==> config.mk <==
export PLATFORM = sky130hd
export DESIGN_NAME = touch_dim_light_channel_controller_flat
export DESIGN_NICKNAME = d
export VERILOG_FILES = /design/src/hw/rtl/tdl_pkg.sv /design/src/hw/rtl/tdl_if.sv /design/src/hw/rtl/tdl_div.sv /design/src/hw/rtl/tdl_dp.sv /design/src/hw/rtl/tdl_ctrl.sv /design/src/hw/rtl/touch_dim_light_channel_controller.sv /design/src/flat_wrapper.sv
export SDC_FILE = /design/constraint.sdc
export NUM_CORES = 2
export LEC_CHECK = 0
export ABC_CLOCK_PERIOD_IN_PS = 19000
export BUFFER_PORTS_ARGS = -buffer_cell sky130_fd_sc_hd__clkbuf_2
export CORE_UTILIZATION = 65
export DETAILED_ROUTE_END_ITERATION = 7
export HOLD_SLACK_MARGIN = 0.06
export PLACE_DENSITY = 0.81
export SETUP_SLACK_MARGIN = 0.15
export SYNTH_ARGS = -nofsm -noshare
export SYNTH_HDL_FRONTEND = slang
export SYNTH_HIERARCHICAL = 1
export SYNTH_SLANG_ARGS = --single-unit
export TNS_END_PERCENT = 100
==> constraint.sdc <==
create_clock -name clk -period 19 [get_ports clk]
set_input_delay 0.95 -clock clk [delete_from_list [all_inputs] [get_ports clk]]
set_output_delay 0.95 -clock clk [all_outputs]
set_load 0.005 [all_outputs]
==> src/hw/rtl/tdl_pkg.sv <==
// shared types and constants of the touch-dim light channel controller
package tdl_pkg;

	localparam int ADDR_W    = 7;
	localparam int LEVEL_W   = 8;
	localparam int ACT_W     = 8;
	localparam int KIND_W    = 2;
	localparam int FLAG_W    = 4;
	localparam int ENTRY_W   = FLAG_W + LEVEL_W;
	localparam int CFG_IDX_W = 2;
	localparam int CFG_DATA_W = 8;
	localparam int DIV_NUM_W = 2 * LEVEL_W;
	localparam int DIV_CNT_W = $clog2(DIV_NUM_W + 1);

	typedef enum logic [1:0] {
		OP_BUTTON    = 2'd0,
		OP_SET_LEVEL = 2'd1,
		OP_TOGGLE    = 2'd2,
		OP_TICK      = 2'd3
	} op_t;

	typedef enum logic [KIND_W-1:0] {
		KIND_ARC    = 2'd0,
		KIND_OFF    = 2'd1,
		KIND_REPORT = 2'd2
	} kind_t;

	typedef enum logic [1:0] {
		VS_ZERO   = 2'd0,
		VS_NEW    = 2'd1,
		VS_SCALED = 2'd2,
		VS_INPUT  = 2'd3
	} val_sel_t;

	localparam logic [ACT_W-1:0] BTN_OPEN   = 8'h00;
	localparam logic [ACT_W-1:0] BTN_CLOSED = 8'hff;
	localparam logic [ACT_W-1:0] BTN_SHORT  = 8'hfc;
	localparam logic [ACT_W-1:0] BTN_HELD   = 8'hfe;

	localparam logic [CFG_IDX_W-1:0] CFG_LOWER = 2'd0;
	localparam logic [CFG_IDX_W-1:0] CFG_UPPER = 2'd1;
	localparam logic [CFG_IDX_W-1:0] CFG_STEP  = 2'd2;

	localparam logic [LEVEL_W-1:0] LOWER_RST  = 8'd149;
	localparam logic [LEVEL_W-1:0] UPPER_RST  = 8'd254;
	localparam logic [LEVEL_W-1:0] STEP_RST   = 8'd4;
	localparam logic [LEVEL_W-1:0] SCALE_FULL = 8'd254;
	localparam logic [LEVEL_W-1:0] REPORT_MAX = 8'd255;

	localparam int F_ON      = 0;
	localparam int F_UP      = 1;
	localparam int F_DOWN    = 2;
	localparam int F_LAST_UP = 3;
	localparam logic [FLAG_W-1:0]  FLAGS_RST = 4'b1000;
	localparam logic [LEVEL_W-1:0] LEVEL_RST = UPPER_RST;

	localparam logic [ADDR_W-1:0] BROADCAST_ADDR = 7'd127;

	typedef struct packed {
		logic cap;
		logic mem_rd;
		logic dec;
		logic mul;
		logic div_start;
		logic fin;
		logic wb;
		logic out_load;
		logic out_sel;
	} tdl_cmd_t;

	typedef struct packed {
		logic       addr_ok;
		logic       need_div;
		logic [1:0] res_cnt;
		logic       div_busy;
		logic       out_free;
	} tdl_sts_t;

endpackage

==> src/hw/rtl/tdl_if.sv <==
// request and result channel interfaces
interface tdl_req_if;
	import tdl_pkg::*;

	logic               valid;
	logic               ready;
	logic [1:0]         operation;
	logic [ADDR_W-1:0]  address;
	logic [ACT_W-1:0]   touch_code;
	logic [LEVEL_W-1:0] level;

	modport source (output valid, output operation, output address, output touch_code,
		output level, input ready);
	modport sink (input valid, input operation, input address, input touch_code,
		input level, output ready);
endinterface

interface tdl_rsp_if;
	import tdl_pkg::*;

	logic               valid;
	logic               ready;
	logic [KIND_W-1:0]  kind;
	logic [ADDR_W-1:0]  channel;
	logic [LEVEL_W-1:0] value;
	logic               last;

	modport source (output valid, output kind, output channel, output value, output last,
		input ready);
	modport sink (input valid, input kind, input channel, input value, input last,
		output ready);
endinterface

==> src/hw/rtl/tdl_div.sv <==
// iterative restoring divider, one quotient bit per cycle
module tdl_div (
	input  logic                            clk,
	input  logic                            arst_n,
	input  logic                            start,
	input  logic [tdl_pkg::DIV_NUM_W-1:0]   num,
	input  logic [tdl_pkg::LEVEL_W-1:0]     den,
	output logic                            busy,
	output logic [tdl_pkg::DIV_NUM_W-1:0]   quo
);
	import tdl_pkg::*;

	logic [DIV_NUM_W-1:0] quo_q;
	logic [LEVEL_W:0]     rem_q;
	logic [LEVEL_W-1:0]   den_q;
	logic [DIV_CNT_W-1:0] cnt_q;
	logic [LEVEL_W:0]     rem_sh;
	logic                 geq;

	assign rem_sh = {rem_q[LEVEL_W-1:0], quo_q[DIV_NUM_W-1]};
	assign geq    = rem_sh >= {1'b0, den_q};
	assign busy   = cnt_q != '0;
	assign quo    = quo_q;

	always_ff @(posedge clk or negedge arst_n) begin
		if (!arst_n) begin
			cnt_q <= '0;
		end else if (start) begin
			cnt_q <= DIV_CNT_W'(DIV_NUM_W);
		end else if (busy) begin
			cnt_q <= cnt_q - 1'b1;
		end
	end

	// numerator shifts out the top while quotient bits shift in at the bottom
	always_ff @(posedge clk) begin
		if (start) begin
			quo_q <= num;
			rem_q <= '0;
			den_q <= den;
		end else if (busy) begin
			quo_q <= {quo_q[DIV_NUM_W-2:0], geq};
			rem_q <= geq ? (rem_sh - {1'b0, den_q}) : rem_sh;
		end
	end

endmodule

==> src/hw/rtl/tdl_dp.sv <==
// datapath: channel memory, decode, scaling arithmetic and result register
module tdl_dp #(
	parameter int CHANNEL_COUNT = 81
) (
	input  logic                            clk,
	input  logic                            arst_n,
	input  tdl_pkg::tdl_cmd_t               cmd,
	output tdl_pkg::tdl_sts_t               sts,
	input  logic                            cfg_we,
	input  logic [tdl_pkg::CFG_IDX_W-1:0]   cfg_index,
	input  logic [tdl_pkg::CFG_DATA_W-1:0]  cfg_data,
	input  logic [1:0]                      req_operation,
	input  logic [tdl_pkg::ADDR_W-1:0]      req_address,
	input  logic [tdl_pkg::ACT_W-1:0]       req_touch_code,
	input  logic [tdl_pkg::LEVEL_W-1:0]     req_level,
	output logic                            rsp_valid,
	input  logic                            rsp_ready,
	output logic [tdl_pkg::KIND_W-1:0]      rsp_kind,
	output logic [tdl_pkg::ADDR_W-1:0]      rsp_channel,
	output logic [tdl_pkg::LEVEL_W-1:0]     rsp_value,
	output logic                            rsp_last
);
	import tdl_pkg::*;

	localparam int IDX_W = $clog2(CHANNEL_COUNT);
	localparam logic [IDX_W-1:0] BCAST_ENTRY = IDX_W'(CHANNEL_COUNT - 1);

	typedef struct packed {
		logic [1:0]         res_cnt;
		kind_t              kind0;
		kind_t              kind1;
		val_sel_t           sel0;
		val_sel_t           sel1;
		logic               need_div;
		logic               arc;
		logic               wr;
		logic [FLAG_W-1:0]  flags;
		logic [LEVEL_W-1:0] level;
		logic [ADDR_W-1:0]  chan;
	} plan_t;

	// configuration
	logic [LEVEL_W-1:0] lower_q, upper_q, step_q;

	always_ff @(posedge clk or negedge arst_n) begin
		if (!arst_n) begin
			lower_q <= LOWER_RST;
			upper_q <= UPPER_RST;
			step_q  <= STEP_RST;
		end else if (cfg_we) begin
			unique case (cfg_index)
				CFG_LOWER: lower_q <= cfg_data;
				CFG_UPPER: upper_q <= cfg_data;
				CFG_STEP:  step_q  <= cfg_data;
				default: ;
			endcase
		end
	end

	// captured request
	op_t                op_q;
	logic [ADDR_W-1:0]  addr_q;
	logic [ACT_W-1:0]   act_q;
	logic [LEVEL_W-1:0] lv_q;

	always_ff @(posedge clk) begin
		if (cmd.cap) begin
			op_q   <= op_t'(req_operation);
			addr_q <= req_address;
			act_q  <= req_touch_code;
			lv_q   <= req_level;
		end
	end

	logic [IDX_W-1:0] idx;
	logic             addr_ok;

	assign addr_ok = (addr_q == BROADCAST_ADDR) || (addr_q < ADDR_W'(CHANNEL_COUNT));
	assign idx     = (addr_q == BROADCAST_ADDR) ? BCAST_ENTRY : addr_q[IDX_W-1:0];

	// channel memory; entries never written read as the reset state
	logic [ENTRY_W-1:0]       mem_q [CHANNEL_COUNT];
	logic [ENTRY_W-1:0]       rd_q;
	logic                     rd_vld_q;
	logic [IDX_W-1:0]         idx_q;
	logic [CHANNEL_COUNT-1:0] vld_q;
	plan_t                    plan_q;

	always_ff @(posedge clk) begin
		if (cmd.wb && plan_q.wr) begin
			mem_q[idx_q] <= {plan_q.flags, plan_q.level};
		end
		if (cmd.mem_rd) begin
			rd_q     <= mem_q[idx];
			rd_vld_q <= vld_q[idx];
			idx_q    <= idx;
		end
	end

	always_ff @(posedge clk or negedge arst_n) begin
		if (!arst_n) begin
			vld_q <= '0;
		end else if (cmd.wb && plan_q.wr) begin
			vld_q[idx_q] <= 1'b1;
		end
	end

	logic [FLAG_W-1:0]  f_cur;
	logic [LEVEL_W-1:0] l_cur;

	assign f_cur = rd_vld_q ? rd_q[ENTRY_W-1:LEVEL_W] : FLAGS_RST;
	assign l_cur = rd_vld_q ? rd_q[LEVEL_W-1:0] : LEVEL_RST;

	// ramp step toward the limits
	logic [LEVEL_W:0]   up_sum, dn_floor;
	logic               up_hit, dn_move;
	logic [LEVEL_W-1:0] cur_up, cur_dn;

	assign up_sum   = {1'b0, l_cur} + {1'b0, step_q};
	assign up_hit   = up_sum >= {1'b0, upper_q};
	assign cur_up   = up_hit ? upper_q : up_sum[LEVEL_W-1:0];
	assign dn_floor = {1'b0, lower_q} + {1'b0, step_q};
	assign dn_move  = {1'b0, l_cur} > dn_floor;
	assign cur_dn   = dn_move ? (l_cur - step_q) : lower_q;

	plan_t p;

	always_comb begin
		p          = '0;
		p.kind0    = KIND_ARC;
		p.kind1    = KIND_REPORT;
		p.sel0     = VS_ZERO;
		p.sel1     = VS_ZERO;
		p.flags    = f_cur;
		p.level    = l_cur;
		p.chan     = addr_q;
		case (op_q)
			OP_BUTTON: begin
				case (act_q)
					BTN_CLOSED: begin
						if (!f_cur[F_ON]) begin
							p.res_cnt = 2'd1;
							p.sel0    = VS_NEW;
						end
					end
					BTN_SHORT: begin
						p.wr = 1'b1;
						if (f_cur[F_ON]) begin
							p.res_cnt     = 2'd2;
							p.kind0       = KIND_OFF;
							p.flags[F_ON] = 1'b0;
						end else begin
							p.res_cnt     = 2'd1;
							p.kind0       = KIND_REPORT;
							p.sel0        = VS_SCALED;
							p.need_div    = 1'b1;
							p.flags[F_ON] = 1'b1;
						end
					end
					BTN_HELD: begin
						p.wr          = 1'b1;
						p.flags[F_ON] = 1'b1;
						if (f_cur[F_LAST_UP]) begin
							p.flags[F_LAST_UP] = 1'b0;
							p.flags[F_UP]      = 1'b0;
							p.flags[F_DOWN]    = 1'b1;
						end else begin
							p.flags[F_LAST_UP] = 1'b1;
							p.flags[F_UP]      = 1'b1;
							p.flags[F_DOWN]    = 1'b0;
						end
					end
					BTN_OPEN: begin
						if (f_cur[F_UP] || f_cur[F_DOWN]) begin
							p.wr            = 1'b1;
							p.res_cnt       = 2'd1;
							p.kind0         = KIND_REPORT;
							p.sel0          = VS_SCALED;
							p.need_div      = 1'b1;
							p.flags[F_UP]   = 1'b0;
							p.flags[F_DOWN] = 1'b0;
						end
					end
					default: ;
				endcase
			end
			OP_SET_LEVEL: begin
				p.wr          = 1'b1;
				p.res_cnt     = 2'd2;
				if (lv_q == '0) begin
					p.kind0       = KIND_OFF;
					p.flags[F_ON] = 1'b0;
				end else begin
					p.sel0        = VS_NEW;
					p.sel1        = VS_INPUT;
					p.need_div    = 1'b1;
					p.arc         = 1'b1;
					p.flags[F_ON] = 1'b1;
				end
			end
			OP_TOGGLE: begin
				p.wr      = 1'b1;
				p.res_cnt = 2'd2;
				if (f_cur[F_ON]) begin
					p.kind0       = KIND_OFF;
					p.flags[F_ON] = 1'b0;
				end else begin
					p.sel0        = VS_NEW;
					p.sel1        = VS_SCALED;
					p.need_div    = 1'b1;
					p.flags[F_ON] = 1'b1;
				end
			end
			default: begin
				// ramp tick; the broadcast entry always reports as the broadcast address
				p.chan = (idx_q == BCAST_ENTRY) ? BROADCAST_ADDR : addr_q;
				if (f_cur[F_UP]) begin
					p.wr      = 1'b1;
					p.level   = cur_up;
					p.res_cnt = 2'd1;
					p.sel0    = VS_NEW;
					if (up_hit) begin
						p.flags[F_UP] = 1'b0;
						p.res_cnt     = 2'd2;
						p.sel1        = VS_SCALED;
						p.need_div    = 1'b1;
					end
				end else if (f_cur[F_DOWN]) begin
					p.wr      = 1'b1;
					p.level   = cur_dn;
					p.res_cnt = 2'd1;
					p.sel0    = VS_NEW;
					if (!dn_move) begin
						p.flags[F_DOWN] = 1'b0;
						p.res_cnt       = 2'd2;
						p.sel1          = VS_SCALED;
						p.need_div      = 1'b1;
					end
				end
			end
		endcase
	end

	// scaling: report = (clamp(level) - lower) * 254 / span + 1,
	// arc = (level - 1) * span / 254 + lower
	logic [LEVEL_W-1:0]   span, d_clamp, mul_a, mul_b, div_den;
	logic [DIV_NUM_W-1:0] prod_q, quo;
	logic [LEVEL_W-1:0]   scaled_q;
	logic                 div_busy;
	logic                 range_bad;

	assign range_bad = upper_q <= lower_q;
	assign span      = range_bad ? '0 : (upper_q - lower_q);
	assign d_clamp   = (plan_q.level < lower_q) ? lower_q :
		(plan_q.level > upper_q) ? upper_q : plan_q.level;
	assign mul_a     = plan_q.arc ? (lv_q - 8'd1) : (d_clamp - lower_q);
	assign mul_b     = plan_q.arc ? span : SCALE_FULL;
	assign div_den   = plan_q.arc ? SCALE_FULL : (upper_q - lower_q);

	always_ff @(posedge clk) begin
		if (cmd.mul) begin
			prod_q <= {{LEVEL_W{1'b0}}, mul_a} * {{LEVEL_W{1'b0}}, mul_b};
		end
	end

	tdl_div u_div (
		.clk    (clk),
		.arst_n (arst_n),
		.start  (cmd.div_start),
		.num    (prod_q),
		.den    (div_den),
		.busy   (div_busy),
		.quo    (quo)
	);

	always_ff @(posedge clk) begin
		if (cmd.dec) begin
			plan_q <= p;
		end else if (cmd.fin && plan_q.arc) begin
			plan_q.level <= quo[LEVEL_W-1:0] + lower_q;
		end
		if (cmd.fin && !plan_q.arc) begin
			scaled_q <= range_bad ? REPORT_MAX : (quo[LEVEL_W-1:0] + 8'd1);
		end
	end

	// result register
	logic               rsp_valid_q;
	kind_t              kind_sel;
	val_sel_t           val_sel;
	logic [LEVEL_W-1:0] val_mux;
	logic [KIND_W-1:0]  kind_q;
	logic [ADDR_W-1:0]  chan_q;
	logic [LEVEL_W-1:0] value_q;
	logic               last_q;

	assign kind_sel = cmd.out_sel ? plan_q.kind1 : plan_q.kind0;
	assign val_sel  = cmd.out_sel ? plan_q.sel1 : plan_q.sel0;

	always_comb begin
		case (val_sel)
			VS_NEW:    val_mux = plan_q.level;
			VS_SCALED: val_mux = scaled_q;
			VS_INPUT:  val_mux = lv_q;
			default:   val_mux = '0;
		endcase
	end

	always_ff @(posedge clk or negedge arst_n) begin
		if (!arst_n) begin
			rsp_valid_q <= 1'b0;
		end else if (cmd.out_load) begin
			rsp_valid_q <= 1'b1;
		end else if (rsp_ready) begin
			rsp_valid_q <= 1'b0;
		end
	end

	always_ff @(posedge clk) begin
		if (cmd.out_load) begin
			kind_q  <= kind_sel;
			chan_q  <= plan_q.chan;
			value_q <= val_mux;
			last_q  <= cmd.out_sel || (plan_q.res_cnt == 2'd1);
		end
	end

	assign rsp_valid   = rsp_valid_q;
	assign rsp_kind    = kind_q;
	assign rsp_channel = chan_q;
	assign rsp_value   = value_q;
	assign rsp_last    = last_q;

	assign sts.addr_ok  = addr_ok;
	assign sts.need_div = plan_q.need_div;
	assign sts.res_cnt  = plan_q.res_cnt;
	assign sts.div_busy = div_busy;
	assign sts.out_free = !rsp_valid_q || rsp_ready;

`ifndef NO_ASSERTIONS
	a_wb_index: assert property (@(posedge clk) disable iff (!arst_n)
		cmd.wb |-> idx_q <= BCAST_ENTRY)
		else $error("write-back index outside the channel table");
`endif

endmodule

==> src/hw/rtl/tdl_ctrl.sv <==
// controller state machine sequencing one request through the datapath
module tdl_ctrl (
	input  logic               clk,
	input  logic               arst_n,
	input  logic               in_valid,
	output logic               in_ready,
	input  tdl_pkg::tdl_sts_t  sts,
	output tdl_pkg::tdl_cmd_t  cmd
);
	import tdl_pkg::*;

	typedef enum logic [9:0] {
		S_IDLE = 10'b0000000001,
		S_RD   = 10'b0000000010,
		S_DEC  = 10'b0000000100,
		S_MUL  = 10'b0000001000,
		S_DVS  = 10'b0000010000,
		S_DIV  = 10'b0000100000,
		S_FIN  = 10'b0001000000,
		S_WB   = 10'b0010000000,
		S_OUT0 = 10'b0100000000,
		S_OUT1 = 10'b1000000000
	} state_t;

	state_t state_q, state_d;

	always_ff @(posedge clk or negedge arst_n) begin
		if (!arst_n) begin
			state_q <= S_IDLE;
		end else begin
			state_q <= state_d;
		end
	end

	assign in_ready = state_q == S_IDLE;

	always_comb begin
		state_d = state_q;
		cmd     = '0;
		unique case (state_q)
			S_IDLE: begin
				if (in_valid) begin
					cmd.cap = 1'b1;
					state_d = S_RD;
				end
			end
			S_RD: begin
				// unused addresses finish here with no result
				if (sts.addr_ok) begin
					cmd.mem_rd = 1'b1;
					state_d    = S_DEC;
				end else begin
					state_d = S_IDLE;
				end
			end
			S_DEC: begin
				cmd.dec = 1'b1;
				state_d = S_MUL;
			end
			S_MUL: begin
				if (sts.need_div) begin
					cmd.mul = 1'b1;
					state_d = S_DVS;
				end else begin
					state_d = S_WB;
				end
			end
			S_DVS: begin
				cmd.div_start = 1'b1;
				state_d       = S_DIV;
			end
			S_DIV: begin
				if (!sts.div_busy) begin
					state_d = S_FIN;
				end
			end
			S_FIN: begin
				cmd.fin = 1'b1;
				state_d = S_WB;
			end
			S_WB: begin
				cmd.wb  = 1'b1;
				state_d = (sts.res_cnt == 2'd0) ? S_IDLE : S_OUT0;
			end
			S_OUT0: begin
				if (sts.out_free) begin
					cmd.out_load = 1'b1;
					state_d      = (sts.res_cnt == 2'd2) ? S_OUT1 : S_IDLE;
				end
			end
			S_OUT1: begin
				if (sts.out_free) begin
					cmd.out_load = 1'b1;
					cmd.out_sel  = 1'b1;
					state_d      = S_IDLE;
				end
			end
			default: state_d = S_IDLE;
		endcase
	end

`ifndef NO_ASSERTIONS
	a_load_free: assert property (@(posedge clk) disable iff (!arst_n)
		cmd.out_load |-> sts.out_free)
		else $error("result loaded while the result register is still held");
	a_div_runs: assert property (@(posedge clk) disable iff (!arst_n)
		cmd.div_start |=> sts.div_busy)
		else $error("divider did not start");
	a_second_result: assert property (@(posedge clk) disable iff (!arst_n)
		state_q == S_OUT1 |-> sts.res_cnt == 2'd2)
		else $error("second result sequenced for a single-result request");
`endif

endmodule

==> src/hw/rtl/touch_dim_light_channel_controller.sv <==
// top level of the touch-dim light channel controller
// Takes one request at a time and answers with zero, one or two results on the
// result channel. A request to an unused address (81 to 126) ends after the
// address check; one that needs no scaling skips the multiplier and divider; one
// that scales a level (reports, set level, toggle on) multiplies, then starts and
// runs the shared one-bit-per-cycle divider. The channel state lives in an 81-entry
// memory with at most one read-modify-write per request; each result then waits
// until the result register is free, so a stalled result channel holds it back.
// The next request is taken while the last result still waits to be taken.
module touch_dim_light_channel_controller #(
	parameter int CHANNEL_COUNT = 81
) (
	input  logic                            clk,
	input  logic                            arst_n,
	input  logic                            cfg_we,
	input  logic [tdl_pkg::CFG_IDX_W-1:0]   cfg_index,
	input  logic [tdl_pkg::CFG_DATA_W-1:0]  cfg_data,
	tdl_req_if.sink                         request,
	tdl_rsp_if.source                       result
);
	import tdl_pkg::*;

	tdl_cmd_t           cmd;
	tdl_sts_t           sts;
	logic               req_ready;
	logic               rsp_valid;
	logic [KIND_W-1:0]  rsp_kind;
	logic [ADDR_W-1:0]  rsp_channel;
	logic [LEVEL_W-1:0] rsp_value;
	logic               rsp_last;

	tdl_ctrl u_ctrl (
		.clk      (clk),
		.arst_n   (arst_n),
		.in_valid (request.valid),
		.in_ready (req_ready),
		.sts      (sts),
		.cmd      (cmd)
	);

	tdl_dp #(
		.CHANNEL_COUNT (CHANNEL_COUNT)
	) u_dp (
		.clk               (clk),
		.arst_n            (arst_n),
		.cmd               (cmd),
		.sts               (sts),
		.cfg_we            (cfg_we),
		.cfg_index         (cfg_index),
		.cfg_data          (cfg_data),
		.req_operation     (request.operation),
		.req_address       (request.address),
		.req_touch_code    (request.touch_code),
		.req_level         (request.level),
		.rsp_valid         (rsp_valid),
		.rsp_ready         (result.ready),
		.rsp_kind          (rsp_kind),
		.rsp_channel       (rsp_channel),
		.rsp_value         (rsp_value),
		.rsp_last          (rsp_last)
	);

	assign request.ready  = req_ready;
	assign result.valid   = rsp_valid;
	assign result.kind    = rsp_kind;
	assign result.channel = rsp_channel;
	assign result.value   = rsp_value;
	assign result.last    = rsp_last;

endmodule
==> src/flat_wrapper.sv <==
// flat-port wrapper written by rule: the top's interface ports become plain ports
module touch_dim_light_channel_controller_flat import tdl_pkg::*;
#(
	parameter int CHANNEL_COUNT = 81
)
  (clk, arst_n, cfg_we, cfg_index, cfg_data, request_valid, request_operation, request_address, request_touch_code, request_level, request_ready, result_valid, result_kind, result_channel, result_value, result_last, result_ready);
  tdl_req_if request_i ();
  tdl_rsp_if result_i ();
  input  logic clk;
  input  logic arst_n;
  input  logic cfg_we;
  input  logic [tdl_pkg::CFG_IDX_W-1:0] cfg_index;
  input  logic [tdl_pkg::CFG_DATA_W-1:0] cfg_data;
  input wire logic [$bits(request_i.valid)-1:0] request_valid;
  input wire logic [$bits(request_i.operation)-1:0] request_operation;
  input wire logic [$bits(request_i.address)-1:0] request_address;
  input wire logic [$bits(request_i.touch_code)-1:0] request_touch_code;
  input wire logic [$bits(request_i.level)-1:0] request_level;
  output wire logic [$bits(request_i.ready)-1:0] request_ready;
  output wire logic [$bits(result_i.valid)-1:0] result_valid;
  output wire logic [$bits(result_i.kind)-1:0] result_kind;
  output wire logic [$bits(result_i.channel)-1:0] result_channel;
  output wire logic [$bits(result_i.value)-1:0] result_value;
  output wire logic [$bits(result_i.last)-1:0] result_last;
  input wire logic [$bits(result_i.ready)-1:0] result_ready;
  assign request_i.valid = request_valid;
  assign request_i.operation = request_operation;
  assign request_i.address = request_address;
  assign request_i.touch_code = request_touch_code;
  assign request_i.level = request_level;
  assign request_ready = request_i.ready;
  assign result_valid = result_i.valid;
  assign result_kind = result_i.kind;
  assign result_channel = result_i.channel;
  assign result_value = result_i.value;
  assign result_last = result_i.last;
  assign result_i.ready = result_ready;
  touch_dim_light_channel_controller #(.CHANNEL_COUNT(CHANNEL_COUNT)) u_core (.clk(clk), .arst_n(arst_n), .cfg_we(cfg_we), .cfg_index(cfg_index), .cfg_data(cfg_data), .request(request_i), .result(result_i));
endmodule
==> run metrics <==
clock-pin slew on the worst setup and hold paths=60 ps; Final ANT Viol Nets=0; # diodes=0; # Max-Cap Violations=0; Net Sw Frac=0.3461; Period Utilization, post-route=0.4426; synth unique cells=111; dpl hpwl=99.13 mm; Placed Area=57740 um^2; CTS Buffer Depth=3; post-route setup TNS=0 ps; Seq. cell area=36630 um^2; status=completed; Worst setup SP type=flop; actual slew at the worst max-slew pin=1324 ps; Clock Latency Late Sink=740 ps; Post-synth EDFFs=1113; initial drt markers=5884; Yosys top cell area share=0.5977; fraction of layout cells with a size suffix above 1=0.1632; Critical R2R Capture=u_core/u_dp/prod_q[15]; design area=61820 um^2; Area Growth Syn to Fin=10.55%; top cells by area, synth=edfxtp_1 (60%), dfrtp_1 (4.8%), ha_1 (2.9%); logic gate share of total power=0.368; Post-synth ARST share=0.09742; syn nets=4329; port buffer count=59; vias per cell=6.875; CTS H-tree depth=3; Layout Cells excl Fill=5476; die area=87210 um^2; most common cell after layout, fill and taps aside=edfxtp_1; Max VDD drop=0.3067 mV; GP Congestion=1.001; Avg Cell Area, Syn=13.59 um^2; Synth area leader=edfxtp_1; multi-input logic area=17640 um^2; most frequent cells in the layout=edfxtp_1 (1113), nor2_1 (330), nand2_1 (277), a21oi_1 (186), o21ai_0 (156); Post-synth top flop=edfxtp_1; root buf cell=clkbuf_16; setup repair after global routing missed its margin=false; Fin. Hold Viols=0; Reg-to-Reg Start=u_core/u_dp/plan_q[14]; Post-CTS Setup Bufs=0; Max FO, Critical Path=85; global route total overflow=0; Synth Cell Area=55920 um^2; NetSw=3.138 mW; # setup viols final=0; post-route minimum period=8409 ps; Sinks on Clock Net=1242; starting density of the core=0.6568; slowest CP cell=buf_4; nets=4440; first-pass GRT wire length=230.4 mm; Die W=295.3 um; Internal=5.928 mW; I/O pin cnt=60; Worst Clk Skew=85.87 ps; Slew Viols, Final=0; DRC=0; Worst R2R Setup Slack=10590 ps; via count=37650; Worst Setup End Kind=flop; Max-Slew Margin vs Limit=0.09454; largest net degree at the start of global routing=123; Clk network pwr share=0.268; Place WS=10720 ps; Setup WS post-layout=10590 ps; placed instance count=5250; Req. time, crit path=19390 ps; arrival time at the worst endpoint=8800 ps; Fillers=5372; Post-CTS Hold Buffers=0; Ys Warns=6; CTS resizes=0; leakage=22.43 nW; core area=85150 um^2; all-layer global routing usage=0.3625; FP Rows=107; CTS buffer count=118; synthesized flop and latch total=1242; CP max stage delay=750 ps; register area share after synthesis=0.6550; die span in y=295.3 um; register share of total power=0.364; routed wire length=157.6 mm; initial antenna violation count=4; Synth Instances=4115; DR pass1 iterations=6; CTS tree=done; critical path class=flop to flop; vias in the first global route=36350; worst hold path class=input pin to asynchronous set/reset pin; drt wl/cell=28.78 um; reg2reg path depth=30; pwr/cell area=146.7 nW/um^2; FMAX=118.9 MHz
layer usage:
layer,GRT usage,vias up,wire (um),share of wire
met5,0,-,44,0.00028
met4,0.1947,4,9588,0.061
met3,0.1079,599,22630,0.14
met2,0.5382,2936,69190,0.44
met1,0.4847,18230,56150,0.36
li1,-,15890,-,-
power by group through the flow:
stage	Sequential (mW)	Clock, mW	Combinational (mW)
after global routing	3.31	2.54	3.68
after global placement	3.35	0	3.18
final	3.30	2.43	3.33
after floorplan	3.32	0	2.44
after CTS	3.30	2.44	3.28
after detailed placement	3.35	0	3.25
critical path, delay by kind of cell, from the launching register on:
kind	cells	cell delay [ps]
flip-flops	1	330
AND/OR/NAND/NOR	4	470
XOR/XNOR	2	260
AO/OA/AOI/OAI	12	3070
buffers and inverters	5	940
adder cells (fa/ha/maj)	7	3080
cells in the mapped netlist (25+ instances only):
library cell  count
a21oi_1         186
a211oi_1         32
o22ai_1          77
edfxtp_1       1113
o21ai_0         156
nor3_1           83
o211ai_1         35
nor2b_1          31
buf_2            90
dfrtp_1         108
nand2_1         277
clkbuf_1         76
a31oi_1          43
nor2_1          334
xnor2_1          37
and3_1           38
or2_2           102
fa_1             43
a221oi_1         50
mux2i_1         149
nand3_1          54
inv_1           152
ha_1            131
a221o_1          25
nand2b_1         37
o221ai_1         73
mux2_2          122
worst max-delay path by stage:
stage                           startpoint                endpoint  slack (ps)  depth (start not counted)
floorplan            u_core/u_dp/plan_q[9]  u_core/u_dp/prod_q[15]       10620                         31
global placement    u_core/u_dp/plan_q[14]  u_core/u_dp/prod_q[14]       10870                         30
detailed placement  u_core/u_dp/plan_q[14]  u_core/u_dp/prod_q[15]       10720                         30
CTS                 u_core/u_dp/plan_q[14]  u_core/u_dp/prod_q[15]       10680                         30
global route        u_core/u_dp/plan_q[14]  u_core/u_dp/prod_q[14]       10120                         30
finish              u_core/u_dp/plan_q[14]  u_core/u_dp/prod_q[15]       10590                         30
through the flow:
stage               hold WS, ps  total power, mW    util
detailed placement        404.5            6.607  0.6781
floorplan                 400.3            5.766       -
global placement          403.4            6.532  0.6781
CTS                       306.0            9.021  0.7260
global route              342.8            9.524  0.7260
finish                    300.7            9.066  0.7260
flip-flops by register name (all words and copies together) (netlist names), 8 cells and up:
signal                   flops
u_core/u_ctrl/state_q       10
u_core/u_dp/act_q            8
u_core/u_dp/lower_q          8
u_core/u_dp/lv_q             8
u_core/u_dp/mem_q          972
u_core/u_dp/plan_q          27
u_core/u_dp/prod_q          16
u_core/u_dp/rd_q            12
u_core/u_dp/rsp_value        8
u_core/u_dp/scaled_q         8
u_core/u_dp/step_q           8
u_core/u_dp/u_div/den_q      8
u_core/u_dp/u_div/quo       16
u_core/u_dp/u_div/rem_q      8
u_core/u_dp/upper_q          8
u_core/u_dp/vld_q           81
layout make-up:
| type | instances | area share |
|---|---|---|
| clock inverter | 57 | 0.01101 |
| timing repair buffer | 206 | 0.02334 |
| clock buffer | 169 | 0.05497 |
| inverter | 158 | 0.009674 |
| multi-input combinational | 2500 | 0.2854 |
| sequential | 1242 | 0.5925 |
| tap | 1144 | 0.02315 |
logic make-up (layout without fill, tap and decap cells):
logic type      Yosys count  count (layout)  share of synthesized area
simple gates           1104            1104                    0.09704
fa+ha+maj               174             174                    0.04470
flops                  1242            1242                     0.6550
buf+inv                 373             590                    0.03054
mux                     281             281                    0.05486
xor+xnor                 62              62                   0.009845
compound gates          879             879                     0.1080
(Power assumes the default switching activity.)
